$ cat src/rtl/assert_macros.svh
// ----------------------------------------------------------------------------
// assert_macros.svh
// shared concurrent assertion macros, empty when SYNTH is defined
// ----------------------------------------------------------------------------
`ifndef ASSERT_MACROS_SVH
`define ASSERT_MACROS_SVH

`ifndef SYNTH
`define DCZ_ASSERT(lbl, clk, rst_n, prop) \
    lbl: assert property (@(posedge clk) disable iff (!rst_n) (prop)) else $error("dcz check failed");
`define DCZ_IMPLY(lbl, clk, rst_n, ante, cons) \
    lbl: assert property (@(posedge clk) disable iff (!rst_n) (ante) |-> (cons)) else $error("dcz check failed");
`define DCZ_NEXT(lbl, clk, rst_n, ante, cons) \
    lbl: assert property (@(posedge clk) disable iff (!rst_n) (ante) |=> (cons)) else $error("dcz check failed");
`else
`define DCZ_ASSERT(lbl, clk, rst_n, prop)
`define DCZ_IMPLY(lbl, clk, rst_n, ante, cons)
`define DCZ_NEXT(lbl, clk, rst_n, ante, cons)
`endif

`endif

$ cat src/rtl/dcz_ram.sv
// ----------------------------------------------------------------------------
// dcz_ram
// generic simple dual-port ram, one write and one registered read port
// ----------------------------------------------------------------------------
module dcz_ram #(
    parameter int WIDTH = 8,
    parameter int DEPTH = 16
) (
    input  logic                     i_clk,
    input  logic                     i_we,
    input  logic [$clog2(DEPTH)-1:0] i_waddr,
    input  logic [WIDTH-1:0]         i_wdata,
    input  logic [$clog2(DEPTH)-1:0] i_raddr,
    output logic [WIDTH-1:0]         o_rdata
);
    logic [WIDTH-1:0] r_mem [DEPTH];
    logic [WIDTH-1:0] r_rdata;

    always_ff @(posedge i_clk) begin
        if (i_we) begin
            r_mem[i_waddr] <= i_wdata;
        end
        r_rdata <= r_mem[i_raddr];
    end

    assign o_rdata = r_rdata;
endmodule

$ cat config.mk
export PLATFORM = sky130hd
export DESIGN_NAME = dcz_ram
export DESIGN_NICKNAME = d
export VERILOG_FILES = /design/src/rtl/assert_macros.svh /design/src/rtl/dcz_ram.sv
export SDC_FILE = /design/constraint.sdc
export NUM_CORES = 1
export LEC_CHECK = 0
export ABC_AREA = 1
export BUFFER_PORTS_ARGS = -buffer_cell sky130_fd_sc_hd__clkbuf_2
export CORE_MARGIN = 2
export CORE_UTILIZATION = 65
export CTS_CLUSTER_SIZE = 24
export DETAILED_ROUTE_END_ITERATION = 10
export PLACE_DENSITY_LB_ADDON = 0.1
export SYNTH_ARGS = -nofsm -noshare
export SYNTH_HDL_FRONTEND = slang
export SYNTH_SLANG_ARGS = --single-unit
$ cat constraint.sdc
create_clock -name i_clk -period 3.15 [get_ports i_clk]
set_clock_uncertainty 0.2 [all_clocks]
set_input_delay 0.4725 -clock i_clk [delete_from_list [all_inputs] [get_ports i_clk]]
set_output_delay 0.4725 -clock i_clk [all_outputs]
set_load 0.02 [all_outputs]
; After elaboration in Yosys (flattened, before gate mapping)
; Memory sizes are Yosys's and may differ from the RTL's. A register that Yosys moved wholly into a read port is not among the register bits.
; Index checks and enable logic that the tools add are counted.
[word_totals]
latchBits = 0
memories = 1
mem_bits_ro = 0
in_bits = 18
register_bits = 0
word_cells = 3
output_inout_bits = 8
ram_bits = 128
[classes]
shift = 0
eq_ne = 0
n_div = 0
reduce_logical = 0
bitwise = 0
magnitude_cmp = 0
multipliers = 0
muxes = 2
n_addsub = 0
[mem_list]
columns = memory, depth, width, rd, rd_ports_with_merged_regs, wr, line_no
row1 = r_mem, 16, 8, 1, 1, 1, dcz_ram.sv:16  ; logic [WIDTH-1:0] r_mem [DEPTH];
[op_table]
columns = cell, n
row1 = two-way mux 1 bit, 2

; Logic depth before layout (Yosys ltp)
[depth]
depth_word = 2
mapped_depth = 8
ltp_nobuf = 7

; Worst setup path before layout
; OpenSTA, ideal clock, no wires.
[synth_timing]
kind = input-to-reg
start = in i_waddr[2]
end = mem r_mem[10][0] (enable)
cell_stages = 2
setup_time_ns = 0.370
required_ns = 2.580
setup_slack_ns = 1.527
arrival_time_ns = 1.053
n_path_buf = 0
cell_sequence = nand3b_1 -> nor2_1
[synth_lines]
columns = item, line_no
row1 = "start, declared", dcz_ram.sv:11  ; input logic [$clog2(DEPTH)-1:0] i_waddr,
row2 = "end, declared", dcz_ram.sv:16
; Straight into the memory's write port.

; Worst setup path in the final report
[layout_timing]
start = reg r_rdata[6], in the netlist o_rdata[6], read port of r_mem
end = out o_rdata[6]
[layout_lines]
columns = item, line_no
row1 = "start, declared", dcz_ram.sv:17  ; logic [WIDTH-1:0] r_rdata;
row2 = "end, declared", dcz_ram.sv:14  ; output logic [WIDTH-1:0] o_rdata
; No word-level cell between the ends.

==> results.sh <==
export IMPL_status="complete, no violations"
export IMPL_cts_buffers=17
export IMPL_worstSkewPairLatency_ps=520
export IMPL_cpMaxStageDelayCell="dfxtp_1"
export IMPL_core_area_um2=8680
export IMPL_synth_cell_types=12
export IMPL_synth_compound_area_share_pct=0
export IMPL_synth_enable_flop_cells=128
export IMPL_path_max_fanout=1
export IMPL_synthCells=551
export IMPL_cts_hold_buf=0
export IMPL_hp_class="primary input to register"
export IMPL_max_cap_violations=0
export IMPL_grt_pass1_wl_um=19800
export IMPL_nets=592
export IMPL_htreeDepth=4
export IMPL_clk_path_buf_depth=2
export IMPL_dp_final_hpwl_um=7470
export IMPL_cts_sinks=136
export IMPL_fill_cells=608
export IMPL_synth_top_family_by_area="simple AND/OR/NAND/NOR gates"
export IMPL_fin_tns_setup_ps=0
export IMPL_dieWidth_um=98.2
export IMPL_synth_most_common_cell="nand2_1"
export IMPL_regArea_um2=4000
export IMPL_relSlewSlack_pct=42.9
export IMPL_drive_gt1_share_pct=10.1
export IMPL_cts_tree="yes"
export IMPL_grt_start_max_net_pins=65
export IMPL_post_route_period_util_pct=54.9
export IMPL_period_minus_slack_ps=1730
export IMPL_post_cts_resized=0
export IMPL_fp_dieH_um=98.2
export IMPL_die_area_um2=9640
export IMPL_synth_fa_ha_area_share_pct=0
export IMPL_gr_total_overflow=0
export IMPL_finalHoldViolCount=0
export IMPL_synthArstFlopShare_pct=0
export IMPL_syn_avg_cell_area_um2=10.5
export IMPL_grt_pass1_vias=3741
export IMPL_leakagePower_nw=2.80
export IMPL_yosys_area_top_type="edfxtp_1"
export IMPL_synth_top_cells_by_count="nand2_1 (173), edfxtp_1 (128), inv_1 (100), nand3_1 (97), nor2_1 (17)"
export IMPL_crit_type="register to primary output"
export IMPL_drc=0
export IMPL_rsz0062_at_grt="false"
export IMPL_port_buffers=25
export IMPL_synthFlopType="edfxtp_1"
export IMPL_antenna_found_initial=0
export IMPL_setup_violations=0
export IMPL_multi_input_area_um2=1210
export IMPL_critPathRequiredTime_ps=2480
export IMPL_crit_buf_inv=1
export IMPL_cts_reportedPaths_clkPinSlew_ps=60
export IMPL_final_area_um2=6450
export IMPL_ys_top_cells_by_area="edfxtp_1 (67%), nand2_1 (11%), nand3_1 (8.4%), inv_1 (6.5%), dfxtp_1 (2.8%)"
export IMPL_max_freq_mhz=578
export IMPL_powerDensity_nw_per_um2=640
export IMPL_postRouteAntennaNets=0
export IMPL_crit_chain="clkbuf_2"
export IMPL_grt_usage_pct=27.6
export IMPL_place_area_um2=5900
export IMPL_synth_top_area_share_pct=66.7
export IMPL_max_vdd_ir_drop_v=0.000456
export IMPL_drt_first_pass_iters=5
export IMPL_areaGrowthSynthToFinish_pct=11.9
export IMPL_hold_slack_ps=142
export IMPL_cp_data_arrival_time_ps=1060
export IMPL_vias=3828
export IMPL_drv_slew=0
export IMPL_routedWlPerCell_um=17.9
export IMPL_synth_net_count=569
export IMPL_start_kind="register"
export IMPL_max_stage_delay_ps=350
export IMPL_yosysWarnings=0
export IMPL_netlist_area_um2=5770
export IMPL_synth_seq_cells=136
export IMPL_rows=34
export IMPL_end_kind="primary output"
export IMPL_postCtsSetupBuffers=0
export IMPL_routabilityCongestion=0.850
export IMPL_ioPinCount=26
export IMPL_synthSimpleGateAreaFrac_pct=21.0
export IMPL_path_delay_family="flip-flops"
export IMPL_diodes=0
export IMPL_vias_per_cell=5.51
export IMPL_synthXorXnorAreaFrac_pct=0
export IMPL_tightest_slew_ps=854
export IMPL_synth_mux_area_share_pct=0
export IMPL_drtIter0Drc=367
export IMPL_routed_wl_um=12400
export IMPL_clockRootBuffer="clkbuf_8"
export IMPL_synth_seq_area_share_pct=69.4
export IMPL_floorplan_initialDensity_pct=66.5
power by group:
group	switching (W)	leakage, nW	internal [W]
sequential	0.0000125	1.22	0.00202
clock	0.000725	0.257	0.00112
combinational	0.000184	1.31	0.0000657
total	0.000921	2.80	0.00321
worst reg2reg max path, cell delays in order (launching register included):
cell and delay, ps:
edfxtp_1 370, inv_1 60, nand2_1 40, nand3_1 150, nand3_1 110, nand3_1 140
nand2_1 70
kinds of logic after synthesis:
group	Yosys count
buf+inv	126
flops	136
simple gates	289
flip-flops by register name, summed over array words and instances, names as in the netlist:
register,flops
r_mem,128
o_rdata,8
final cells by class:
type	count	area share (%)
sequential	136	62.1
multi-input combinational	289	18.8
clock buffer	19	6.54
inverter	102	5.93
timing repair buffer	28	2.48
tap	108	2.09
clock inverter	13	2.08
path summary, 6_finish.rpt:
check                             to  slack, ps  cells after the start              startpoint
setup reg to reg  o_rdata[7]$_DFF_P_       1890                      6   r_mem[3][7]$_DFFE_PP_
setup / recovery          o_rdata[6]       1420                      1      o_rdata[6]$_DFF_P_
hold / removal    o_rdata[4]$_DFF_P_        140                      3              i_raddr[3]
hold reg to reg   o_rdata[5]$_DFF_P_        460                      6  r_mem[12][5]$_DFFE_PP_
cell usage in the layout, fill, tap and decap left out, drive strengths merged:
cell and count:
nor2 17, edfxtp 128, nand2 173, bufinv 2
clkbuf 44, inv 102, nand3 97, nand3b 2
clkinvlp 5, dfxtp 8, buf 3, clkinv 6
through the flow:
stage / setup WS (ps) / instances / total power (W) / utilization [%]
after floorplan: 1530 / 551 / 0.00223 / -
after global placement: 1100 / 663 / 0.00232 / 67.9
after detailed placement: 1060 / 663 / 0.00232 / 67.9
after CTS: 1420 / 695 / 0.00414 / 74.3
after global routing: 1390 / 695 / 0.00425 / 74.3
final: 1420 / 695 / 0.00413 / 74.3
per-layer routing:
layer	GRT usage, %	part of all wire [%]
met1	38.0	39
met2	43.6	49
met3	6.73	8.7
met4	10.0	2.5
met5	0	0
Power figures use the tool's default switching activity.
