===== config.mk =====
export PLATFORM = sky130hd
export DESIGN_NAME = dcz_out
export DESIGN_NICKNAME = d
export VERILOG_FILES = /design/src/rtl/dcz_pkg.sv /design/src/rtl/dcz_out.sv
export VERILOG_INCLUDE_DIRS = /design/src /design/src/rtl
export SDC_FILE = /design/constraint.sdc
export NUM_CORES = 1
export LEC_CHECK = 0
export BUFFER_PORTS_ARGS = -buffer_cell sky130_fd_sc_hd__buf_2
export CORE_MARGIN = 1
export CORE_UTILIZATION = 42
export CTS_BUF_LIST = sky130_fd_sc_hd__clkbuf_8
export CTS_CLUSTER_SIZE = 8
export DETAILED_ROUTE_END_ITERATION = 10
export GPL_TIMING_DRIVEN = 0
export PLACE_DENSITY_LB_ADDON = 0.1
export SYNTH_ARGS = -nofsm -noshare
export SYNTH_HDL_FRONTEND = slang
export SYNTH_SLANG_ARGS = --single-unit

===== constraint.sdc =====
create_clock -name i_clk -period 0.8 [get_ports i_clk]
set_input_delay 0.08 -clock i_clk [delete_from_list [all_inputs] [get_ports i_clk]]
set_output_delay 0.08 -clock i_clk [all_outputs]
set_load 0.01 [all_outputs]

===== src/rtl/assert_macros.svh =====
// ----------------------------------------------------------------------------
// assert_macros.svh
// shared concurrent assertion macros, empty when SYNTH is defined
// ----------------------------------------------------------------------------
`ifndef ASSERT_MACROS_SVH
`define ASSERT_MACROS_SVH

`ifndef SYNTH
`define DCZ_ASSERT(lbl, clk, rst_n, prop) \
    lbl: assert property (@(posedge clk) disable iff (!rst_n) (prop)) else $error("dcz check failed");
`define DCZ_IMPLY(lbl, clk, rst_n, ante, cons) \
    lbl: assert property (@(posedge clk) disable iff (!rst_n) (ante) |-> (cons)) else $error("dcz check failed");
`define DCZ_NEXT(lbl, clk, rst_n, ante, cons) \
    lbl: assert property (@(posedge clk) disable iff (!rst_n) (ante) |=> (cons)) else $error("dcz check failed");
`else
`define DCZ_ASSERT(lbl, clk, rst_n, prop)
`define DCZ_IMPLY(lbl, clk, rst_n, ante, cons)
`define DCZ_NEXT(lbl, clk, rst_n, ante, cons)
`endif

`endif


===== src/rtl/dcz_pkg.sv =====
// ----------------------------------------------------------------------------
// dcz_pkg
// shared types and constants of the cycle search block
// ----------------------------------------------------------------------------
package dcz_pkg;
    localparam int MAX_VERTS = 1024;
    localparam int MAX_EDGES = 4096;
    localparam int VERT_W    = 10;
    localparam int EDGE_AW   = 12;
    localparam int LINK_W    = 13;
    localparam int LEN_W     = 11;
    localparam int WGT_W     = 32;
    localparam logic [LINK_W-1:0] NIL_LINK = LINK_W'(MAX_EDGES);

    typedef enum logic [1:0] {
        REQ_ADD    = 2'd0,
        REQ_SEARCH = 2'd1,
        REQ_READ   = 2'd2,
        REQ_NONE   = 2'd3
    } t_req;

    typedef enum logic [1:0] {
        ST_OK    = 2'd0,
        ST_FULL  = 2'd1,
        ST_NOCYC = 2'd2,
        ST_EMPTY = 2'd3
    } t_status;

    typedef enum logic [3:0] {
        S_INIT, S_IDLE, S_ADD_WR, S_CLR, S_POP, S_POP_RD, S_HEAD,
        S_EDGE, S_SEEN, S_LEN, S_LEN_RD, S_RD, S_DONE
    } t_state;

    typedef struct packed {
        t_status                 status;
        logic [LEN_W-1:0]        path_len;
        logic [VERT_W-1:0]       out_to;
        logic signed [WGT_W-1:0] out_weight;
        logic [VERT_W-1:0]       out_from;
        logic                    last;
    } t_result;
endpackage


===== src/rtl/dcz_out.sv =====
// ----------------------------------------------------------------------------
// dcz_out
// output register for result items
// ----------------------------------------------------------------------------
module dcz_out (
    input  logic             i_clk,
    input  logic             i_rst_n,
    input  logic             i_load,
    input  dcz_pkg::t_result i_res,
    output logic             o_can_load,
    output logic             o_m_tvalid,
    input  logic             i_m_tready,
    output logic [63:0]      o_m_tdata,
    output logic [1:0]       o_m_tuser,
    output logic             o_m_tlast
);
    import dcz_pkg::*;

    logic    r_valid, n_valid;
    t_result r_res;

    assign o_can_load = !r_valid || i_m_tready;

    always_comb begin
        n_valid = r_valid;
        if (i_load) begin
            n_valid = 1'b1;
        end else if (i_m_tready) begin
            n_valid = 1'b0;
        end
    end

    always_ff @(posedge i_clk) begin
        if (!i_rst_n) begin
            r_valid <= 1'b0;
        end else begin
            r_valid <= n_valid;
        end
        if (i_load) begin
            r_res <= i_res;
        end
    end

    assign o_m_tvalid = r_valid;
    assign o_m_tdata  = {1'b0, r_res.out_from, r_res.out_weight, r_res.out_to, r_res.path_len};
    assign o_m_tuser  = r_res.status;
    assign o_m_tlast  = r_res.last;

    `include "assert_macros.svh"
    `DCZ_IMPLY(a_load_only_free, i_clk, i_rst_n, i_load, o_can_load)
    `DCZ_NEXT(a_load_shows, i_clk, i_rst_n, i_load, o_m_tvalid)
    `DCZ_ASSERT(a_no_reset_valid, i_clk, i_rst_n, !$past(!i_rst_n) || !o_m_tvalid)
endmodule


# After elaboration in Yosys (flattened, before gate mapping)
# Cells that the tools add are included.
# word_totals
reg_bits,67
output_inout_bits,69
# classes
n_mux,2
n_reduce_logical,3
# ops
op,n
1-bit two-way mux,2
2-bit nonzero test,1
1-bit logical NOT,1
1-bit logical OR,1

# Longest topological paths before layout
# logic_depth
word_depth,2
mapped_depth,2

# Least setup slack after synthesis
# Ideal clock, no wire load.
# synth_path
path_kind,register to register
from,register o_m_tvalid (netlist name)
to,register r_valid (netlist: o_m_tvalid)
t_arrival_ns,0.598
required_time_ns,0.734
path_slack_ns,0.136
stages_incl_launch_ff,3
n_path_buf,0
cell_sequence,dfxtp_1 nand2b_4 a21boi_2
# synth_lines
item,line,text
end signal: assignment,dcz_out.sv:37,r_valid <= n_valid;
end: declaration,dcz_out.sv:19,"logic r_valid, n_valid;"

# Worst setup path in the final report
# layout_path
from,register r_res (netlist bit o_m_tdata[30])
to,output port o_m_tdata[30]
# layout_lines
item,line,text
start: declaration,dcz_out.sv:20,t_result r_res;
start signal: assignment,dcz_out.sv:40,r_res <= i_res;
end: declaration,dcz_out.sv:13,"output logic [63:0] o_m_tdata,"
# No word-level cell between the ends.

==> results.txt <==
The flow ran to the end, but the final reports show violations. The final reports fail on setup timing. The number of placed I/O pins came out at 139.

The diode insertion count for antenna repair came out at 0. TritonCTS built the clock tree. The sum of overflow across all layers after global routing is 0. The core utilization of the finished layout is 77.8%.

The initial cell density of the core came out at 43.5%. No sink is reached through more buffers than the 2 on the longest clock path. The cell sitting at the root of the clock tree is a clkbuf_8. The nature of the critical path endpoint is an output port. The worst reg-to-reg path cell count is 3.

The number of synthesis warnings is 0. The clock latency on the worst-skew pair came out at 320 ps. The gate count after technology mapping is 72. After synthesis, the cell types taking the most area are edfxtp_1, dfxtp_1, nand2b_4, a21boi_2, buf_4. The total negative setup slack came out at -6980 ps. Yosys instantiated no cell more often than edfxtp_1. The minimum setup slack among reg-to-reg paths came out at 40 ps. On the critical path, the stage with the largest delay is an instance of edfxtp_1. Across the run, the number of max-cap violations was 0. The static leakage came out at 1.60 nW. The routed length per placed instance is 14.7 µm. The H-tree depth reported by CTS came out at 3.

The top cell type by area accounts for 97.1% of the synthesized area. The tightest min-delay check is of the in -> reg type. The critical path required time came out at 720 ps. The full die area is 5140 µm². The startpoint identified for the worst register-to-register timing path is o_m_tvalid$_SDFFE_PN0P_. The relative slew slack is 60.6%. The total count of hold-check failures in the final report came out at 0.

The max-slew violation count is 0. The total power divided by cell area came out at 2020 nW/µm². The number of failing setup endpoints in the final timing report came out at 68. The clock transition time at the flip-flop clock pins of the worst setup and hold paths is 70 ps. In this run the worst setup path begins at o_m_tdata[30]$_DFFE_PP_. Global routing used 20.3% of the available tracks. The worst ir drop on vdd came out at 0.00161 V. Dividing the detail-routed via count by the number of cells gives 4.29. The kind of critical path is reg -> out.

Before antenna repair, the detailed router went through 4 iterations. The ratio of cells with drive above 1 in the final layout is 52.7%. Of all nets on the critical path, the largest fanout is 1. The pin count of the biggest net entering global routing is 68. The number of global-route vias before repair came out at 1605.

The number of antenna violations at the first check in global routing came out at 0. The signed area change from the synthesized netlist to the final layout came out at 78.7%. The number of clock sinks is 67.

The biggest cell delay along the critical path is 390 ps. The clock period minus worst slack came out at 946 ps. The end of the critical path is o_m_tdata[30]. The share of synthesized registers carrying an async set or reset came out at 0%. The number of buffers and inverters on the critical path came out at 1. The dominant synthesized flop cell is edfxtp_1. The cell area after synthesis came out at 2040 µm². The count of flip-flops with a built-in enable after synthesis came out at 66. The arrival time of the worst setup path is 870 ps.

The final instance area came out at 3650 µm². The count of state elements after synthesis is 67. The number of nets handed over by synthesis was 142. For this block, the initial DRC count from the detailed router was 56. The detailed router placed 1486 vias in this run. The maximum clock rate is 1060 MHz. For the pin with the worst max-slew slack, the measured transition is 592 ps. Between clock sinks in the finished design, the worst skew comes to 0 ps.

The number of port buffers came out at 137. The number of DRC violations after detailed routing is 0. Routability-driven placement finished with a final weighted congestion of 0.667. The number of routed nets with antenna violations is 0. The post-synthesis sequential area ratio came out at 98.0%.

The number of nets in the layout came out at 358. The critical path goes through buf_2. Among cell families on the critical path, the largest total delay comes from flip-flops. The number of filler instances in the final layout is 270. The number of buffers added by the clock tree synthesis step is 9. The die is 71.7 µm tall.

The worst-case setup margin in the final layout came out at -146 ps. The placed instances occupy a cell area of 2800 µm². The largest total area in the synthesized netlist belongs to edfxtp_1. The share of the clock period used by the worst path is 118%. The number of different library cells in the post-synthesis netlist came out at 7. Setup repair after global routing could not meet its margin everywhere.

The wire length of the first global-routing pass came out at 7400 µm. In this run the critical register-to-register path is captured at o_m_tvalid$_SDFFE_PN0P_. The worst hold slack across all endpoints came out at 148 ps. The horizontal extent of the die came out at 71.7 µm.

The number of placement rows is 25. The critical path depth came out at 1. The core outline area is 4690 µm². The synthesized area per cell is 28.4 µm². The final layout contains routed wiring with a total length of 5100 µm. The startpoint class of the critical path is a flop.
## area by class of cell
| cell class | count | area, µm² | share of cell area [%] |
|---|---|---|---|
| Clock buffer | 9 | 124 | 3.39 |
| Tap cell | 54 | 67.6 | 1.85 |
| Timing Repair Buffer | 205 | 1390 | 38.1 |
| Sequential cell | 67 | 2000 | 54.9 |
| Buffer | 1 | 7.51 | 0.206 |
| Clock inverter | 6 | 26.3 | 0.720 |
| Inverter | 1 | 3.75 | 0.103 |
| Multi-Input combinational cell | 3 | 28.8 | 0.788 |
## through the flow
stage                     power (mW)  instances  worst slack, ps
after floorplan                 4.48         72              136
after global placement          4.93        263             -671
after detailed placement        4.96        263             -762
after CTS                       7.36        346             -155
after global routing            7.66        346             -201
final                           7.36        346             -146
## power by group
part           internal [mW]  leakage (nW)  switching (mW)  total, mW
logic                  0.530         0.856           0.411      0.940
clock network           1.06        0.0887            1.13       2.19
registers               4.16         0.655          0.0684       4.23
## kinds of logic after synthesis
kind of cell,Yosys count,share of synthesized area [%]
AOI/OAI and AO/OA,1,0.551
buffers and inverters,2,0.551
DFF,67,98.0
other,1,0.184
and+or+nand+nor,1,0.674
## routing by layer
metal / part of all wire [%] / wire length (µm) / vias to the layer above / track usage, %
li1: - / - / 713 / -
met1: 34 / 1740 / 672 / 17.8
met2: 55 / 2810 / 88 / 39.3
met3: 8.3 / 424 / 13 / 7.74
met4: 2.3 / 117 / 0 / 10.5
met5: 0 / 0 / - / 0
## state kept, by name (all words and copies together), names as in the netlist
name / cells
o_m_tdata: 63
o_m_tlast: 1
o_m_tvalid: 1
o_m_tuser: 2
## timing repair
action,in CTS,in global routing
hold endpoints to repair,67,0
setup buffers,1,0
hold buffers,67,0
gates resized for setup,4,2
endpoints found under the setup margin,135,121
## cell usage in the layout (no fill, tap or decap)
cell type,instances
dlygate4sd3_1,67
nand2b_4,1
clkinv_1,1
buf_6,4
buf_4,2
clkinv_2,3
a21boi_2,1
conb_1,1
clkbuf_8,9
dfxtp_2,1
buf_2,133
edfxtp_1,66
inv_1,3
## worst min-delay path by stage
stage                    start                      end  depth (start not counted)
floorplan            i_res[53]   o_m_tdata[0]$_DFFE_PP_                          0
global placement     i_res[35]  o_m_tdata[45]$_DFFE_PP_                          1
detailed placement   i_res[56]   o_m_tdata[3]$_DFFE_PP_                          1
CTS                 i_m_tready  o_m_tvalid$_SDFFE_PN0P_                          4
global route        i_m_tready  o_m_tvalid$_SDFFE_PN0P_                          4
finish              i_m_tready  o_m_tvalid$_SDFFE_PN0P_                          4
(Power assumes the default switching activity.)
